[src/rtl/scp_pkg.sv]
// ----------------------------------------------------------------------------
// scp_pkg: shared types and constants of the serial command line parser
// Value format, job record passed from the line front end to the back end,
// result kind codes and the power-of-ten table used by the fraction divider.
// ----------------------------------------------------------------------------
package scp_pkg;

  // value format
  localparam int VALUE_BITS      = 48;
  localparam int KEEP_DIGITS     = 24;
  localparam int DCNT_W          = $clog2(KEEP_DIGITS + 1);
  // 10^24 < 2^80, so every kept fraction fits in 80 bits
  localparam int FRAC_W          = 80;

  // defaults for the top level parameters and the queue depth
  localparam int LINE_CAPACITY_DEF = 32;
  localparam int FRAC_BITS_DEF     = 16;
  localparam int QUEUE_DEPTH       = 2;

  // reset value of the delimiter register (space)
  localparam logic [7:0] DELIM_RESET = 8'd32;

  // result kind codes
  localparam logic KIND_HELLO   = 1'b0;
  localparam logic KIND_COMMAND = 1'b1;

  typedef logic [FRAC_W-1:0] frac_t;

  // one judged line, handed from the front end to the back end
  typedef struct packed {
    logic                  kind;
    logic [7:0]            letter;
    logic                  negative;
    logic                  overflow;
    logic [DCNT_W-1:0]     frac_cnt;
    frac_t                 frac_num;
    logic [VALUE_BITS-1:0] int_scaled;
  } job_t;

  // 10^n for n kept fraction digits
  function automatic frac_t pow10(input logic [DCNT_W-1:0] n);
    frac_t p;
    case (n)
      5'd0:    p = 80'd1;
      5'd1:    p = 80'd10;
      5'd2:    p = 80'd100;
      5'd3:    p = 80'd1_000;
      5'd4:    p = 80'd10_000;
      5'd5:    p = 80'd100_000;
      5'd6:    p = 80'd1_000_000;
      5'd7:    p = 80'd10_000_000;
      5'd8:    p = 80'd100_000_000;
      5'd9:    p = 80'd1_000_000_000;
      5'd10:   p = 80'd10_000_000_000;
      5'd11:   p = 80'd100_000_000_000;
      5'd12:   p = 80'd1_000_000_000_000;
      5'd13:   p = 80'd10_000_000_000_000;
      5'd14:   p = 80'd100_000_000_000_000;
      5'd15:   p = 80'd1_000_000_000_000_000;
      5'd16:   p = 80'd10_000_000_000_000_000;
      5'd17:   p = 80'd100_000_000_000_000_000;
      5'd18:   p = 80'd1_000_000_000_000_000_000;
      5'd19:   p = 80'd10_000_000_000_000_000_000;
      5'd20:   p = 80'd100_000_000_000_000_000_000;
      5'd21:   p = 80'd1_000_000_000_000_000_000_000;
      5'd22:   p = 80'd10_000_000_000_000_000_000_000;
      5'd23:   p = 80'd100_000_000_000_000_000_000_000;
      5'd24:   p = 80'd1_000_000_000_000_000_000_000_000;
      default: p = 80'd0;
    endcase
    return p;
  endfunction

endpackage

[src/rtl/scp_if.sv]
// ----------------------------------------------------------------------------
// scp channel interfaces
// Valid/ready channels of the parser: received bytes, parse results and
// delimiter register writes. A transfer happens when valid and ready are high.
// ----------------------------------------------------------------------------

// received byte channel
interface scp_byte_if;
  logic       valid;
  logic       ready;
  logic [7:0] rx_byte;

  modport source (output valid, output rx_byte, input ready);
  modport sink   (input valid, input rx_byte, output ready);
endinterface

// parse result channel
interface scp_result_if;
  logic                                 valid;
  logic                                 ready;
  logic                                 result_kind;
  logic [7:0]                           command_letter;
  logic signed [scp_pkg::VALUE_BITS-1:0] command_value;
  logic                                 value_saturated;

  modport source (output valid, output result_kind, output command_letter,
                  output command_value, output value_saturated, input ready);
  modport sink   (input valid, input result_kind, input command_letter,
                  input command_value, input value_saturated, output ready);
endinterface

// delimiter register write channel
interface scp_cfg_if;
  logic       valid;
  logic       ready;
  logic [7:0] delimiter_char;

  modport source (output valid, output delimiter_char, input ready);
  modport sink   (input valid, input delimiter_char, output ready);
endinterface

[src/rtl/serial_command_line_parser_core.sv]
// ----------------------------------------------------------------------------
// serial_command_line_parser_core: serial command line parser
// Collects received bytes into lines, answers HELLO and turns command lines
// into a letter and a signed fixed point value.
// ----------------------------------------------------------------------------
// The front end takes one received byte per cycle. A line terminator is held
// off only while the two-entry job queue is full. Each command line then
// passes through the back end's restoring divider, producing one fraction
// bit per cycle, while a HELLO line skips it; the back end takes a new job
// only once it has handed the last one to its output register, so short
// command lines are paced by the divider. Results leave through an
// output register, so a stalled result holds off only line terminators, and
// only once the queue behind it has filled. The delimiter register resets to
// space and may be rewritten while idle.
module serial_command_line_parser_core #(
  parameter int LINE_CAPACITY = scp_pkg::LINE_CAPACITY_DEF,
  parameter int FRAC_BITS     = scp_pkg::FRAC_BITS_DEF
) (
  input  logic         clk,
  input  logic         rst_n,
  scp_byte_if.sink     in_ch,
  scp_result_if.source out_ch,
  scp_cfg_if.sink      cfg_ch
);

  logic          push_valid, push_ready;
  scp_pkg::job_t push_job;
  logic          pop_valid, pop_ready;
  scp_pkg::job_t pop_job;

  // line collection and classification
  scp_front #(
    .LINE_CAPACITY (LINE_CAPACITY),
    .FRAC_BITS     (FRAC_BITS)
  ) u_front (
    .clk        (clk),
    .rst_n      (rst_n),
    .in_ch      (in_ch),
    .cfg_ch     (cfg_ch),
    .push_valid (push_valid),
    .push_ready (push_ready),
    .push_job   (push_job)
  );

  // decoupling queue
  scp_queue #(
    .DEPTH (scp_pkg::QUEUE_DEPTH)
  ) u_queue (
    .clk        (clk),
    .rst_n      (rst_n),
    .push_valid (push_valid),
    .push_ready (push_ready),
    .push_job   (push_job),
    .pop_valid  (pop_valid),
    .pop_ready  (pop_ready),
    .pop_job    (pop_job)
  );

  // value conversion and result output
  scp_back #(
    .FRAC_BITS (FRAC_BITS)
  ) u_back (
    .clk       (clk),
    .rst_n     (rst_n),
    .pop_valid (pop_valid),
    .pop_ready (pop_ready),
    .pop_job   (pop_job),
    .out_ch    (out_ch)
  );

endmodule

[src/rtl/scp_queue.sv]
// ----------------------------------------------------------------------------
// scp_queue: job queue between front end and back end
// Small register FIFO of judged lines; lets either side stall on its own.
// ----------------------------------------------------------------------------
module scp_queue #(
  parameter int DEPTH = scp_pkg::QUEUE_DEPTH
) (
  input  logic          clk,
  input  logic          rst_n,
  input  logic          push_valid,
  output logic          push_ready,
  input  scp_pkg::job_t push_job,
  output logic          pop_valid,
  input  logic          pop_ready,
  output scp_pkg::job_t pop_job
);

  localparam int PTR_W = $clog2(DEPTH);
  localparam int CNT_W = $clog2(DEPTH + 1);
  localparam logic [PTR_W-1:0] PTR_LAST = PTR_W'(DEPTH - 1);
  localparam logic [CNT_W-1:0] CNT_FULL = CNT_W'(DEPTH);

  scp_pkg::job_t    mem_r [DEPTH];
  logic [PTR_W-1:0] wr_ptr_r, wr_ptr_nxt;
  logic [PTR_W-1:0] rd_ptr_r, rd_ptr_nxt;
  logic [CNT_W-1:0] count_r, count_nxt;
  logic             do_push, do_pop;

  // handshake and pointer update
  always_comb begin
    push_ready = (count_r != CNT_FULL);
    pop_valid  = (count_r != '0);
    pop_job    = mem_r[rd_ptr_r];
    do_push    = push_valid && push_ready;
    do_pop     = pop_valid && pop_ready;
    wr_ptr_nxt = wr_ptr_r;
    rd_ptr_nxt = rd_ptr_r;
    count_nxt  = count_r;
    if (do_push) begin
      wr_ptr_nxt = (wr_ptr_r == PTR_LAST) ? '0 : wr_ptr_r + 1'b1;
    end
    if (do_pop) begin
      rd_ptr_nxt = (rd_ptr_r == PTR_LAST) ? '0 : rd_ptr_r + 1'b1;
    end
    if (do_push && !do_pop) begin
      count_nxt = count_r + 1'b1;
    end else if (do_pop && !do_push) begin
      count_nxt = count_r - 1'b1;
    end
  end

  // control state
  always_ff @(posedge clk) begin
    if (!rst_n) begin
      wr_ptr_r <= '0;
      rd_ptr_r <= '0;
      count_r  <= '0;
    end else begin
      wr_ptr_r <= wr_ptr_nxt;
      rd_ptr_r <= rd_ptr_nxt;
      count_r  <= count_nxt;
    end
  end

  // entry storage
  always_ff @(posedge clk) begin
    if (do_push) begin
      mem_r[wr_ptr_r] <= push_job;
    end
  end

endmodule

[src/rtl/scp_front.sv]
// ----------------------------------------------------------------------------
// scp_front: line collector and classifier
// Takes one byte per cycle (a line terminator waits while the job queue is full),
// tracks the running line state (length, HELLO match, delimiter, number scan) and queues a job for every judged line.
// ----------------------------------------------------------------------------
module scp_front #(
  parameter int LINE_CAPACITY = scp_pkg::LINE_CAPACITY_DEF,
  parameter int FRAC_BITS     = scp_pkg::FRAC_BITS_DEF
) (
  input  logic          clk,
  input  logic          rst_n,
  scp_byte_if.sink      in_ch,
  scp_cfg_if.sink       cfg_ch,
  output logic          push_valid,
  input  logic          push_ready,
  output scp_pkg::job_t push_job
);

  localparam int LEN_W = $clog2(LINE_CAPACITY);
  localparam int INT_W = scp_pkg::VALUE_BITS - FRAC_BITS;
  localparam int ACC_W = INT_W + 4;
  localparam int FW    = scp_pkg::FRAC_W;
  localparam int DW    = scp_pkg::DCNT_W;

  // integer part is pinned here once it must overflow
  localparam logic [ACC_W-1:0] INT_CAP  = ACC_W'((64'd1 << (INT_W - 1)) + 64'd1);
  localparam logic [LEN_W-1:0] LEN_LAST = LEN_W'(LINE_CAPACITY - 1);
  localparam logic [LEN_W-1:0] HELLO_LEN = LEN_W'(5);
  localparam logic [DW-1:0]    KEEP     = DW'(scp_pkg::KEEP_DIGITS);

  // number scan phases
  localparam logic [1:0] PH_SKIP = 2'd0;
  localparam logic [1:0] PH_INT  = 2'd1;
  localparam logic [1:0] PH_FRAC = 2'd2;
  localparam logic [1:0] PH_DONE = 2'd3;

  // character codes
  localparam logic [7:0] CHAR_NUL   = 8'd0;
  localparam logic [7:0] CHAR_TAB   = 8'd9;
  localparam logic [7:0] CHAR_LF    = 8'd10;
  localparam logic [7:0] CHAR_VT    = 8'd11;
  localparam logic [7:0] CHAR_FF    = 8'd12;
  localparam logic [7:0] CHAR_CR    = 8'd13;
  localparam logic [7:0] CHAR_SPACE = 8'd32;
  localparam logic [7:0] CHAR_PLUS  = 8'h2B;
  localparam logic [7:0] CHAR_MINUS = 8'h2D;
  localparam logic [7:0] CHAR_POINT = 8'h2E;
  localparam logic [7:0] CHAR_ZERO  = 8'h30;
  localparam logic [7:0] CHAR_NINE  = 8'h39;

  function automatic logic [7:0] hello_char(input logic [2:0] pos);
    logic [7:0] ch;
    case (pos)
      3'd0:    ch = 8'h48;
      3'd1:    ch = 8'h45;
      3'd2:    ch = 8'h4C;
      3'd3:    ch = 8'h4C;
      3'd4:    ch = 8'h4F;
      default: ch = 8'h00;
    endcase
    return ch;
  endfunction

  logic [7:0]       delim_r;
  logic [LEN_W-1:0] len_r, len_nxt;
  logic             zero_r, zero_nxt;
  logic             hello_r, hello_nxt;
  logic [7:0]       first_r, first_nxt;
  logic             dfound_r, dfound_nxt;
  logic [1:0]       phase_r, phase_nxt;
  logic             neg_r, neg_nxt;
  logic [INT_W-1:0] mag_r, mag_nxt;
  logic [DW-1:0]    fcnt_r, fcnt_nxt;
  scp_pkg::frac_t   fnum_r, fnum_nxt;
  logic             ovf_r, ovf_nxt;

  logic [7:0]       c;
  logic             is_term, is_digit, is_ws, accept, line_empty, hello_hit, line_clr;
  logic [3:0]       dig;
  logic [ACC_W-1:0] mag_ext, int_acc;
  logic             int_sat;
  logic [INT_W-1:0] int_new;
  scp_pkg::frac_t   frac_new;

  // byte classification and handshake
  always_comb begin
    c          = in_ch.rx_byte;
    is_term    = (c == CHAR_LF) || (c == CHAR_CR);
    is_digit   = (c >= CHAR_ZERO) && (c <= CHAR_NINE);
    is_ws      = (c == CHAR_SPACE) || (c == CHAR_TAB) || (c == CHAR_VT) || (c == CHAR_FF);
    dig        = c[3:0];
    in_ch.ready = !is_term || push_ready;
    accept     = in_ch.valid && in_ch.ready;
    line_empty = (len_r == '0);
    hello_hit  = hello_r && (zero_r || (len_r == HELLO_LEN));
    push_valid = in_ch.valid && is_term && !line_empty && (hello_hit || dfound_r);
  end

  // job record for the back end
  always_comb begin
    push_job.kind       = hello_hit ? scp_pkg::KIND_HELLO : scp_pkg::KIND_COMMAND;
    push_job.letter     = first_r;
    push_job.negative   = neg_r;
    push_job.overflow   = ovf_r;
    push_job.frac_cnt   = fcnt_r;
    push_job.frac_num   = fnum_r;
    push_job.int_scaled = {mag_r, {FRAC_BITS{1'b0}}};
  end

  // digit accumulation, times ten plus digit
  always_comb begin
    mag_ext  = {4'b0000, mag_r};
    int_acc  = (mag_ext << 3) + (mag_ext << 1) + ACC_W'(dig);
    int_sat  = (int_acc >= INT_CAP);
    int_new  = int_sat ? INT_CAP[INT_W-1:0] : int_acc[INT_W-1:0];
    frac_new = (fnum_r << 3) + (fnum_r << 1) + FW'(dig);
  end

  // line state update
  always_comb begin
    len_nxt    = len_r;
    zero_nxt   = zero_r;
    hello_nxt  = hello_r;
    first_nxt  = first_r;
    dfound_nxt = dfound_r;
    phase_nxt  = phase_r;
    neg_nxt    = neg_r;
    mag_nxt    = mag_r;
    fcnt_nxt   = fcnt_r;
    fnum_nxt   = fnum_r;
    ovf_nxt    = ovf_r;
    line_clr   = 1'b0;
    if (accept) begin
      if (is_term) begin
        line_clr = !line_empty;
      end else if (len_r == LEN_LAST) begin
        // full line: empty it and drop the byte
        line_clr = 1'b1;
      end else begin
        len_nxt = len_r + 1'b1;
        if (!zero_r) begin
          if (c == CHAR_NUL) begin
            zero_nxt = 1'b1;
            if (len_r < HELLO_LEN) begin
              hello_nxt = 1'b0;
            end
          end else begin
            if (line_empty) begin
              first_nxt = c;
            end
            if ((len_r >= HELLO_LEN) || (c != hello_char(len_r[2:0]))) begin
              hello_nxt = 1'b0;
            end
            if (!dfound_r) begin
              if (c == delim_r) begin
                dfound_nxt = 1'b1;
              end
            end else begin
              // number scan after the first delimiter
              case (phase_r)
                PH_SKIP: begin
                  if (is_ws) begin
                    phase_nxt = PH_SKIP;
                  end else if ((c == CHAR_PLUS) || (c == CHAR_MINUS)) begin
                    neg_nxt   = (c == CHAR_MINUS);
                    phase_nxt = PH_INT;
                  end else if (is_digit) begin
                    mag_nxt   = int_new;
                    ovf_nxt   = ovf_r | int_sat;
                    phase_nxt = PH_INT;
                  end else if (c == CHAR_POINT) begin
                    phase_nxt = PH_FRAC;
                  end else begin
                    phase_nxt = PH_DONE;
                  end
                end
                PH_INT: begin
                  if (is_digit) begin
                    mag_nxt = int_new;
                    ovf_nxt = ovf_r | int_sat;
                  end else if (c == CHAR_POINT) begin
                    phase_nxt = PH_FRAC;
                  end else begin
                    phase_nxt = PH_DONE;
                  end
                end
                PH_FRAC: begin
                  if (is_digit) begin
                    if (fcnt_r < KEEP) begin
                      fnum_nxt = frac_new;
                      fcnt_nxt = fcnt_r + 1'b1;
                    end
                  end else begin
                    phase_nxt = PH_DONE;
                  end
                end
                default: begin
                  phase_nxt = phase_r;
                end
              endcase
            end
          end
        end
      end
    end
    // start a fresh line
    if (line_clr) begin
      len_nxt    = '0;
      zero_nxt   = 1'b0;
      hello_nxt  = 1'b1;
      first_nxt  = '0;
      dfound_nxt = 1'b0;
      phase_nxt  = PH_SKIP;
      neg_nxt    = 1'b0;
      mag_nxt    = '0;
      fcnt_nxt   = '0;
      fnum_nxt   = '0;
      ovf_nxt    = 1'b0;
    end
  end

  assign cfg_ch.ready = 1'b1;

  // registers
  always_ff @(posedge clk) begin
    if (!rst_n) begin
      delim_r  <= scp_pkg::DELIM_RESET;
      len_r    <= '0;
      zero_r   <= 1'b0;
      hello_r  <= 1'b1;
      first_r  <= '0;
      dfound_r <= 1'b0;
      phase_r  <= PH_SKIP;
      neg_r    <= 1'b0;
      mag_r    <= '0;
      fcnt_r   <= '0;
      fnum_r   <= '0;
      ovf_r    <= 1'b0;
    end else begin
      if (cfg_ch.valid) begin
        delim_r <= cfg_ch.delimiter_char;
      end
      len_r    <= len_nxt;
      zero_r   <= zero_nxt;
      hello_r  <= hello_nxt;
      first_r  <= first_nxt;
      dfound_r <= dfound_nxt;
      phase_r  <= phase_nxt;
      neg_r    <= neg_nxt;
      mag_r    <= mag_nxt;
      fcnt_r   <= fcnt_nxt;
      fnum_r   <= fnum_nxt;
      ovf_r    <= ovf_nxt;
    end
  end

endmodule

[src/rtl/scp_back.sv]
// ----------------------------------------------------------------------------
// scp_back: value builder
// Converts the decimal fraction of a command to FRAC_BITS binary bits with a
// restoring divider (one bit per cycle), adds the integer part, saturates
// and holds the result in the output register.
// ----------------------------------------------------------------------------
module scp_back #(
  parameter int FRAC_BITS = scp_pkg::FRAC_BITS_DEF
) (
  input  logic          clk,
  input  logic          rst_n,
  input  logic          pop_valid,
  output logic          pop_ready,
  input  scp_pkg::job_t pop_job,
  scp_result_if.source  out_ch
);

  localparam int VB    = scp_pkg::VALUE_BITS;
  localparam int MAG_W = VB + 1;
  localparam int FW    = scp_pkg::FRAC_W;
  localparam int CNT_W = $clog2(FRAC_BITS);
  localparam logic [MAG_W-1:0] MAG_LIMIT = MAG_W'(1) << (VB - 1);

  // sequencer states
  localparam logic [1:0] S_IDLE = 2'd0;
  localparam logic [1:0] S_DIV  = 2'd1;
  localparam logic [1:0] S_DONE = 2'd2;

  logic [1:0]           state_r, state_nxt;
  scp_pkg::job_t        job_r, job_nxt;
  scp_pkg::frac_t       rem_r, rem_nxt;
  scp_pkg::frac_t       div_r, div_nxt;
  logic [FRAC_BITS-1:0] quo_r, quo_nxt;
  logic [CNT_W-1:0]     cnt_r, cnt_nxt;

  logic                 out_valid_r, out_valid_nxt;
  logic                 out_kind_r, out_kind_nxt;
  logic [7:0]           out_letter_r, out_letter_nxt;
  logic [VB-1:0]        out_value_r, out_value_nxt;
  logic                 out_sat_r, out_sat_nxt;

  logic [FW:0]          rem2, rem_sub;
  logic                 ge;
  logic [MAG_W-1:0]     mag_sum, mag_clip;
  logic                 clip;
  logic [VB-1:0]        value;
  logic                 out_load;

  // one restoring division step
  always_comb begin
    rem2    = {rem_r, 1'b0};
    ge      = (rem2 >= {1'b0, div_r});
    rem_sub = rem2 - {1'b0, div_r};
  end

  // integer plus fraction, clamp to the signed range
  always_comb begin
    mag_sum = {1'b0, job_r.int_scaled} + MAG_W'(quo_r);
    if (job_r.negative) begin
      clip     = (mag_sum > MAG_LIMIT);
      mag_clip = clip ? MAG_LIMIT : mag_sum;
      value    = VB'(MAG_W'(0) - mag_clip);
    end else begin
      clip     = (mag_sum > (MAG_LIMIT - 1'b1));
      mag_clip = clip ? (MAG_LIMIT - 1'b1) : mag_sum;
      value    = mag_clip[VB-1:0];
    end
  end

  // sequencer
  always_comb begin
    state_nxt      = state_r;
    job_nxt        = job_r;
    rem_nxt        = rem_r;
    div_nxt        = div_r;
    quo_nxt        = quo_r;
    cnt_nxt        = cnt_r;
    pop_ready      = (state_r == S_IDLE);
    out_load       = (state_r == S_DONE) && (!out_valid_r || out_ch.ready);
    out_valid_nxt  = out_valid_r && !out_ch.ready;
    out_kind_nxt   = out_kind_r;
    out_letter_nxt = out_letter_r;
    out_value_nxt  = out_value_r;
    out_sat_nxt    = out_sat_r;
    case (state_r)
      S_IDLE: begin
        if (pop_valid) begin
          job_nxt   = pop_job;
          rem_nxt   = pop_job.frac_num;
          div_nxt   = scp_pkg::pow10(pop_job.frac_cnt);
          quo_nxt   = '0;
          cnt_nxt   = CNT_W'(FRAC_BITS - 1);
          state_nxt = (pop_job.kind == scp_pkg::KIND_COMMAND) ? S_DIV : S_DONE;
        end
      end
      S_DIV: begin
        rem_nxt = ge ? rem_sub[FW-1:0] : rem2[FW-1:0];
        quo_nxt = {quo_r[FRAC_BITS-2:0], ge};
        if (cnt_r == '0) begin
          state_nxt = S_DONE;
        end else begin
          cnt_nxt = cnt_r - 1'b1;
        end
      end
      S_DONE: begin
        if (out_load) begin
          state_nxt = S_IDLE;
        end
      end
      default: begin
        state_nxt = S_IDLE;
      end
    endcase
    // output register
    if (out_load) begin
      out_valid_nxt = 1'b1;
      if (job_r.kind == scp_pkg::KIND_HELLO) begin
        out_kind_nxt   = scp_pkg::KIND_HELLO;
        out_letter_nxt = '0;
        out_value_nxt  = '0;
        out_sat_nxt    = 1'b0;
      end else begin
        out_kind_nxt   = scp_pkg::KIND_COMMAND;
        out_letter_nxt = job_r.letter;
        out_value_nxt  = value;
        out_sat_nxt    = clip | job_r.overflow;
      end
    end
  end

  assign out_ch.valid           = out_valid_r;
  assign out_ch.result_kind     = out_kind_r;
  assign out_ch.command_letter  = out_letter_r;
  assign out_ch.command_value   = out_value_r;
  assign out_ch.value_saturated = out_sat_r;

  // control state
  always_ff @(posedge clk) begin
    if (!rst_n) begin
      state_r     <= S_IDLE;
      out_valid_r <= 1'b0;
    end else begin
      state_r     <= state_nxt;
      out_valid_r <= out_valid_nxt;
    end
  end

  // datapath registers
  always_ff @(posedge clk) begin
    job_r        <= job_nxt;
    rem_r        <= rem_nxt;
    div_r        <= div_nxt;
    quo_r        <= quo_nxt;
    cnt_r        <= cnt_nxt;
    out_kind_r   <= out_kind_nxt;
    out_letter_r <= out_letter_nxt;
    out_value_r  <= out_value_nxt;
    out_sat_r    <= out_sat_nxt;
  end

endmodule

[src/flat_wrapper.sv]
// flat-port wrapper written by rule: the top's interface ports become plain ports
module serial_command_line_parser_core_flat 
#(
  parameter int LINE_CAPACITY = scp_pkg::LINE_CAPACITY_DEF,
  parameter int FRAC_BITS     = scp_pkg::FRAC_BITS_DEF
)
  (clk, rst_n, in_ch_valid, in_ch_rx_byte, in_ch_ready, out_ch_valid, out_ch_result_kind, out_ch_command_letter, out_ch_command_value, out_ch_value_saturated, out_ch_ready, cfg_ch_valid, cfg_ch_delimiter_char, cfg_ch_ready);
  scp_byte_if in_ch_i ();
  scp_result_if out_ch_i ();
  scp_cfg_if cfg_ch_i ();
  input  logic clk;
  input  logic rst_n;
  input wire logic [$bits(in_ch_i.valid)-1:0] in_ch_valid;
  input wire logic [$bits(in_ch_i.rx_byte)-1:0] in_ch_rx_byte;
  output wire logic [$bits(in_ch_i.ready)-1:0] in_ch_ready;
  output wire logic [$bits(out_ch_i.valid)-1:0] out_ch_valid;
  output wire logic [$bits(out_ch_i.result_kind)-1:0] out_ch_result_kind;
  output wire logic [$bits(out_ch_i.command_letter)-1:0] out_ch_command_letter;
  output wire logic [$bits(out_ch_i.command_value)-1:0] out_ch_command_value;
  output wire logic [$bits(out_ch_i.value_saturated)-1:0] out_ch_value_saturated;
  input wire logic [$bits(out_ch_i.ready)-1:0] out_ch_ready;
  input wire logic [$bits(cfg_ch_i.valid)-1:0] cfg_ch_valid;
  input wire logic [$bits(cfg_ch_i.delimiter_char)-1:0] cfg_ch_delimiter_char;
  output wire logic [$bits(cfg_ch_i.ready)-1:0] cfg_ch_ready;
  assign in_ch_i.valid = in_ch_valid;
  assign in_ch_i.rx_byte = in_ch_rx_byte;
  assign in_ch_ready = in_ch_i.ready;
  assign out_ch_valid = out_ch_i.valid;
  assign out_ch_result_kind = out_ch_i.result_kind;
  assign out_ch_command_letter = out_ch_i.command_letter;
  assign out_ch_command_value = out_ch_i.command_value;
  assign out_ch_value_saturated = out_ch_i.value_saturated;
  assign out_ch_i.ready = out_ch_ready;
  assign cfg_ch_i.valid = cfg_ch_valid;
  assign cfg_ch_i.delimiter_char = cfg_ch_delimiter_char;
  assign cfg_ch_ready = cfg_ch_i.ready;
  serial_command_line_parser_core #(.LINE_CAPACITY(LINE_CAPACITY), .FRAC_BITS(FRAC_BITS)) u_core (.clk(clk), .rst_n(rst_n), .in_ch(in_ch_i), .out_ch(out_ch_i), .cfg_ch(cfg_ch_i));
endmodule
[config.mk]
export PLATFORM = sky130hd
export DESIGN_NAME = serial_command_line_parser_core_flat
export DESIGN_NICKNAME = d
export VERILOG_FILES = /design/src/rtl/scp_pkg.sv /design/src/rtl/scp_if.sv /design/src/rtl/serial_command_line_parser_core.sv /design/src/rtl/scp_queue.sv /design/src/rtl/scp_front.sv /design/src/rtl/scp_back.sv /design/src/flat_wrapper.sv
export SDC_FILE = /design/constraint.sdc
export NUM_CORES = 2
export LEC_CHECK = 0
export BUFFER_PORTS_ARGS = -buffer_cell sky130_fd_sc_hd__buf_2
export CORE_ASPECT_RATIO = 0.8
export CORE_MARGIN = 2
export CORE_UTILIZATION = 57
export CTS_CLUSTER_DIAMETER = 60
export DETAILED_ROUTE_END_ITERATION = 8
export HOLD_SLACK_MARGIN = 0.1
export PLACE_DENSITY = 0.73
export SYNTH_ARGS = -nofsm -noshare
export SYNTH_HDL_FRONTEND = slang
export SYNTH_SLANG_ARGS = --single-unit
[constraint.sdc]
create_clock -name clk -period 14.1 [get_ports clk]
set_clock_uncertainty 0.2 [all_clocks]
set_input_delay 2.82 -clock clk [delete_from_list [all_inputs] [get_ports clk]]
set_output_delay 2.82 -clock clk [all_outputs]
set_load 0.005 [all_outputs]
==> out/summary.txt <==
Outcome = finished, final reports clean
RSZ-0062 raised after global routing = false
Hold Crit Endpoint = u_core.u_queue.mem_r[1][119]$_DFFE_PP_
Clk sinks = 681
Final count of negative-setup-slack endpoints = 0
Ant. Diodes = 0
Cts hold-fix bufs = 0
DRC = 0
Post-route insts no fill = 5052
Post-DR vias/cell = 6.344
Synthesized area per cell = 9.938 sq um
DR vias = 32050
Max Buffers Root-to-Sink = 3
Synth warnings = 0
Routed Antenna Nets = 0
Die X = 302.3 um
Largest cells by area after synthesis = edfxtp_1 (39%), ha_1 (9.8%), dfxtp_1 (7.5%)
Top-area cell type share of the netlist area = 0.3907
Slew Limit Fails = 0
Leak Pwr = 0.01733 uW
EDFF count, synth = 528
Reg2Reg Depth = 15
Max VDD drop = 0.1423 mV
Core Area = 0.07043 sq mm
Max-cap violations = 0
DRT Wirelength = 108600 um
Post-layout instance area = 0.04417 sq mm
Die height = 242.7 um
Mapped Nets = 4427
Hold Crit Depth = 0
Hold Slack = 0.2587 ns
Slew @ Worst Pin = 1.224 ns
Dpl cells = 4916
IO Port Bufs = 80
Final period util = 0.5451
Number of fill cells in the layout = 5642
Mapped cell area = 0.04059 sq mm
Reg2reg setup slack = 8.49 ns
Overflow after GRT = 0
Critical path launch point type = primary input
Critical path class = primary input to flop
Pre-CTS setup slack = 5.874 ns
WP data arrival = 8.01 ns
Pin count of the biggest net entering global routing = 89
Min-Delay Path Class = flop to flop
Worst-path clk slew = 0.06 ns
IO Count = 82
Post-synth top cells = edfxtp_1 (528), a21oi_1 (467), nand2_1 (410)
PD cells = 170.9 mW/mm^2
Hold Crit Start = u_core.u_front.first_r[0]$_SDFFE_PP0P_
Cell with the most instances after synthesis = edfxtp_1
Row Count = 87
Sequential share of the synthesized area = 0.4661
FF-to-FF Start = u_core.u_front.mag_r[0]$_SDFFE_PP0P_
Die area = 0.07336 sq mm
Initial core utilization = 0.5763
Vias in the first global route = 28770
Synth area leader = edfxtp_1
Main synth FF type = edfxtp_1
Relative slew slack = 0.1809
# resized after CTS = 0
H-tree Lvls = 3
TritonRoute pass-1 iters = 6
Reg2Reg Capture Point = u_core.u_front.mag_r[9]$_SDFFE_PP0P_
Ratio of cells with drive above 1 in the final layout = 0.07965
Fmax = 130.1 MHz
Area growth, synth to finish = 8.836%
Placement Cell Area = 0.04162 sq mm
Setup_tns = 0 ns
Final Wtd Congestion = 0.9742
Initial antenna violation count = 3
Ys async rst share = 0
Required @ worst endpoint = 14.42 ns
Minimum clock period after layout = 7.685 ns
Worst skew pair latency = 0.63 ns
Worst Slack Setup Final = 6.415 ns
Fin nets = 4401
Yosys reg bits = 681
CTS tree = built
First-pass GRT wire length = 168300 um
Setup bufs post-CTS = 0
Final hold vios = 0
Mapped Cells = 4084
Wire per inst = 21.50 um
CP Capture Type = flop
DP HPWL = 77710 um
Crit path max fanout = 23
CTS Root Cell = clkbuf_16
DRT iter0 DRCs = 3792
Netlist cell types = 85
CTS Buf Count = 74
GRT Util Overall = 0.2922
## report_power, final
group	switching, uW	internal, uW
clock	853	1180
combinational	1760	971
sequential	210	2570
total	2820	4730
## logic make-up after synthesis
family / synth area share
DFF: 0.4661
muxes: 0.03792
other: 0.00009240
buffers and inverters: 0.03404
adders and majority gates: 0.1002
AOI/OAI and AO/OA: 0.1873
xor gates and xnor gates: 0.04251
and+or+nand+nor: 0.1318
## layer usage
metal	global-route usage	vias to the layer above	routed length, um
li1	-	15090	-
met1	0.4838	15250	52880
met2	0.3688	1540	41260
met3	0.07984	162	12430
met4	0.06319	2	2027
met5	0	-	7
## how the worst max path moves through the flow
stage / slack (ns) / start / endpoint / cells after the start
floorplan: 3.37 / in_ch_rx_byte[7] / u_core.u_queue.mem_r[0][0]$_DFFE_PP_ / 6
global placement: 6.03 / in_ch_rx_byte[3] / u_core.u_front.mag_r[14]$_SDFFE_PP0P_ / 16
detailed placement: 5.87 / in_ch_rx_byte[3] / u_core.u_front.mag_r[9]$_SDFFE_PP0P_ / 16
CTS: 6.41 / in_ch_rx_byte[1] / in_ch_ready / 5
global route: 6.18 / in_ch_rx_byte[3] / u_core.u_front.mag_r[9]$_SDFFE_PP0P_ / 16
finish: 6.41 / in_ch_rx_byte[3] / u_core.u_front.mag_r[9]$_SDFFE_PP0P_ / 16
## final cells by class
class / count / area [sq um] / share of cell area
multi-input cells: 3043 / 20360 / 0.4609
flip-flops and latches: 681 / 18920 / 0.4284
clock buffers: 80 / 1906 / 0.04314
well taps: 934 / 1169 / 0.02646
clock inverters: 56 / 643.1 / 0.01456
repair buffers: 107 / 603.1 / 0.01365
inverters: 151 / 569.3 / 0.01289
## stage by stage
stage          utilization  power, uW
5_1_grt             0.6272       7930
3_3_place_gp        0.5910       5430
2_1_floorplan            -       4775
4_1_cts             0.6272       7505
6_report            0.6272       7548
3_5_place_dp        0.5910       5448
## cells in the final DEF (no fill, tap or decap), types with 15 or more instances in the layout
master     count
buf_4         27
nand3_1       56
a21boi_0      17
mux2_2        45
a21oi_1      467
nand2b_1      33
a211oi_1      95
nand2_1      409
a31oi_1       38
ha_1         317
o21a_1        34
nor2b_1       43
buf_2         80
nor2_1       306
xnor2_1      126
clkbuf_16     75
o21bai_1      43
o21ai_0      227
a21o_1       108
edfxtp_1     528
o31ai_1       17
nor3_1        59
dfxtp_1      152
or3_1         28
and3_1        31
inv_1        146
clkinv_1      15
nand4_1       59
mux2i_1      101
o211ai_1      27
nor4_1        24
and2_1        39
xor2_1        71
## critical path, stage by stage
cell and delay [ns]:
buf_2 0.26, inv_1 0.21, fa_1 0.56, inv_1 0.07
fa_1 0.49, nor4_1 0.45, o221ai_1 0.24, or4_1 0.55
a2111oi_2 0.27, nand4_1 0.16, or4_1 0.54, nor4_2 0.15
nand4_1 0.15, a211oi_2 0.34, o21ai_2 0.38, a211oi_1 0.34
## registers in the layout (all words and copies together) (netlist names), 5 cells and up, named ones only
signal	flops
u_core.u_queue.mem_r	256
u_core.u_back.rem_r	80
u_core.u_front.fnum_r	80
u_core.u_back.div_r	71
u_core.u_back.out_ch.command_value	48
u_core.u_back.job_r	43
u_core.u_front.mag_r	32
u_core.u_back.quo_r	16
u_core.u_back.out_ch.command_letter	8
u_core.u_front.delim_r	8
u_core.u_front.first_r	8
u_core.u_front.fcnt_r	5
u_core.u_front.len_r	5
No activity file was read; power rests on OpenSTA's default activity.
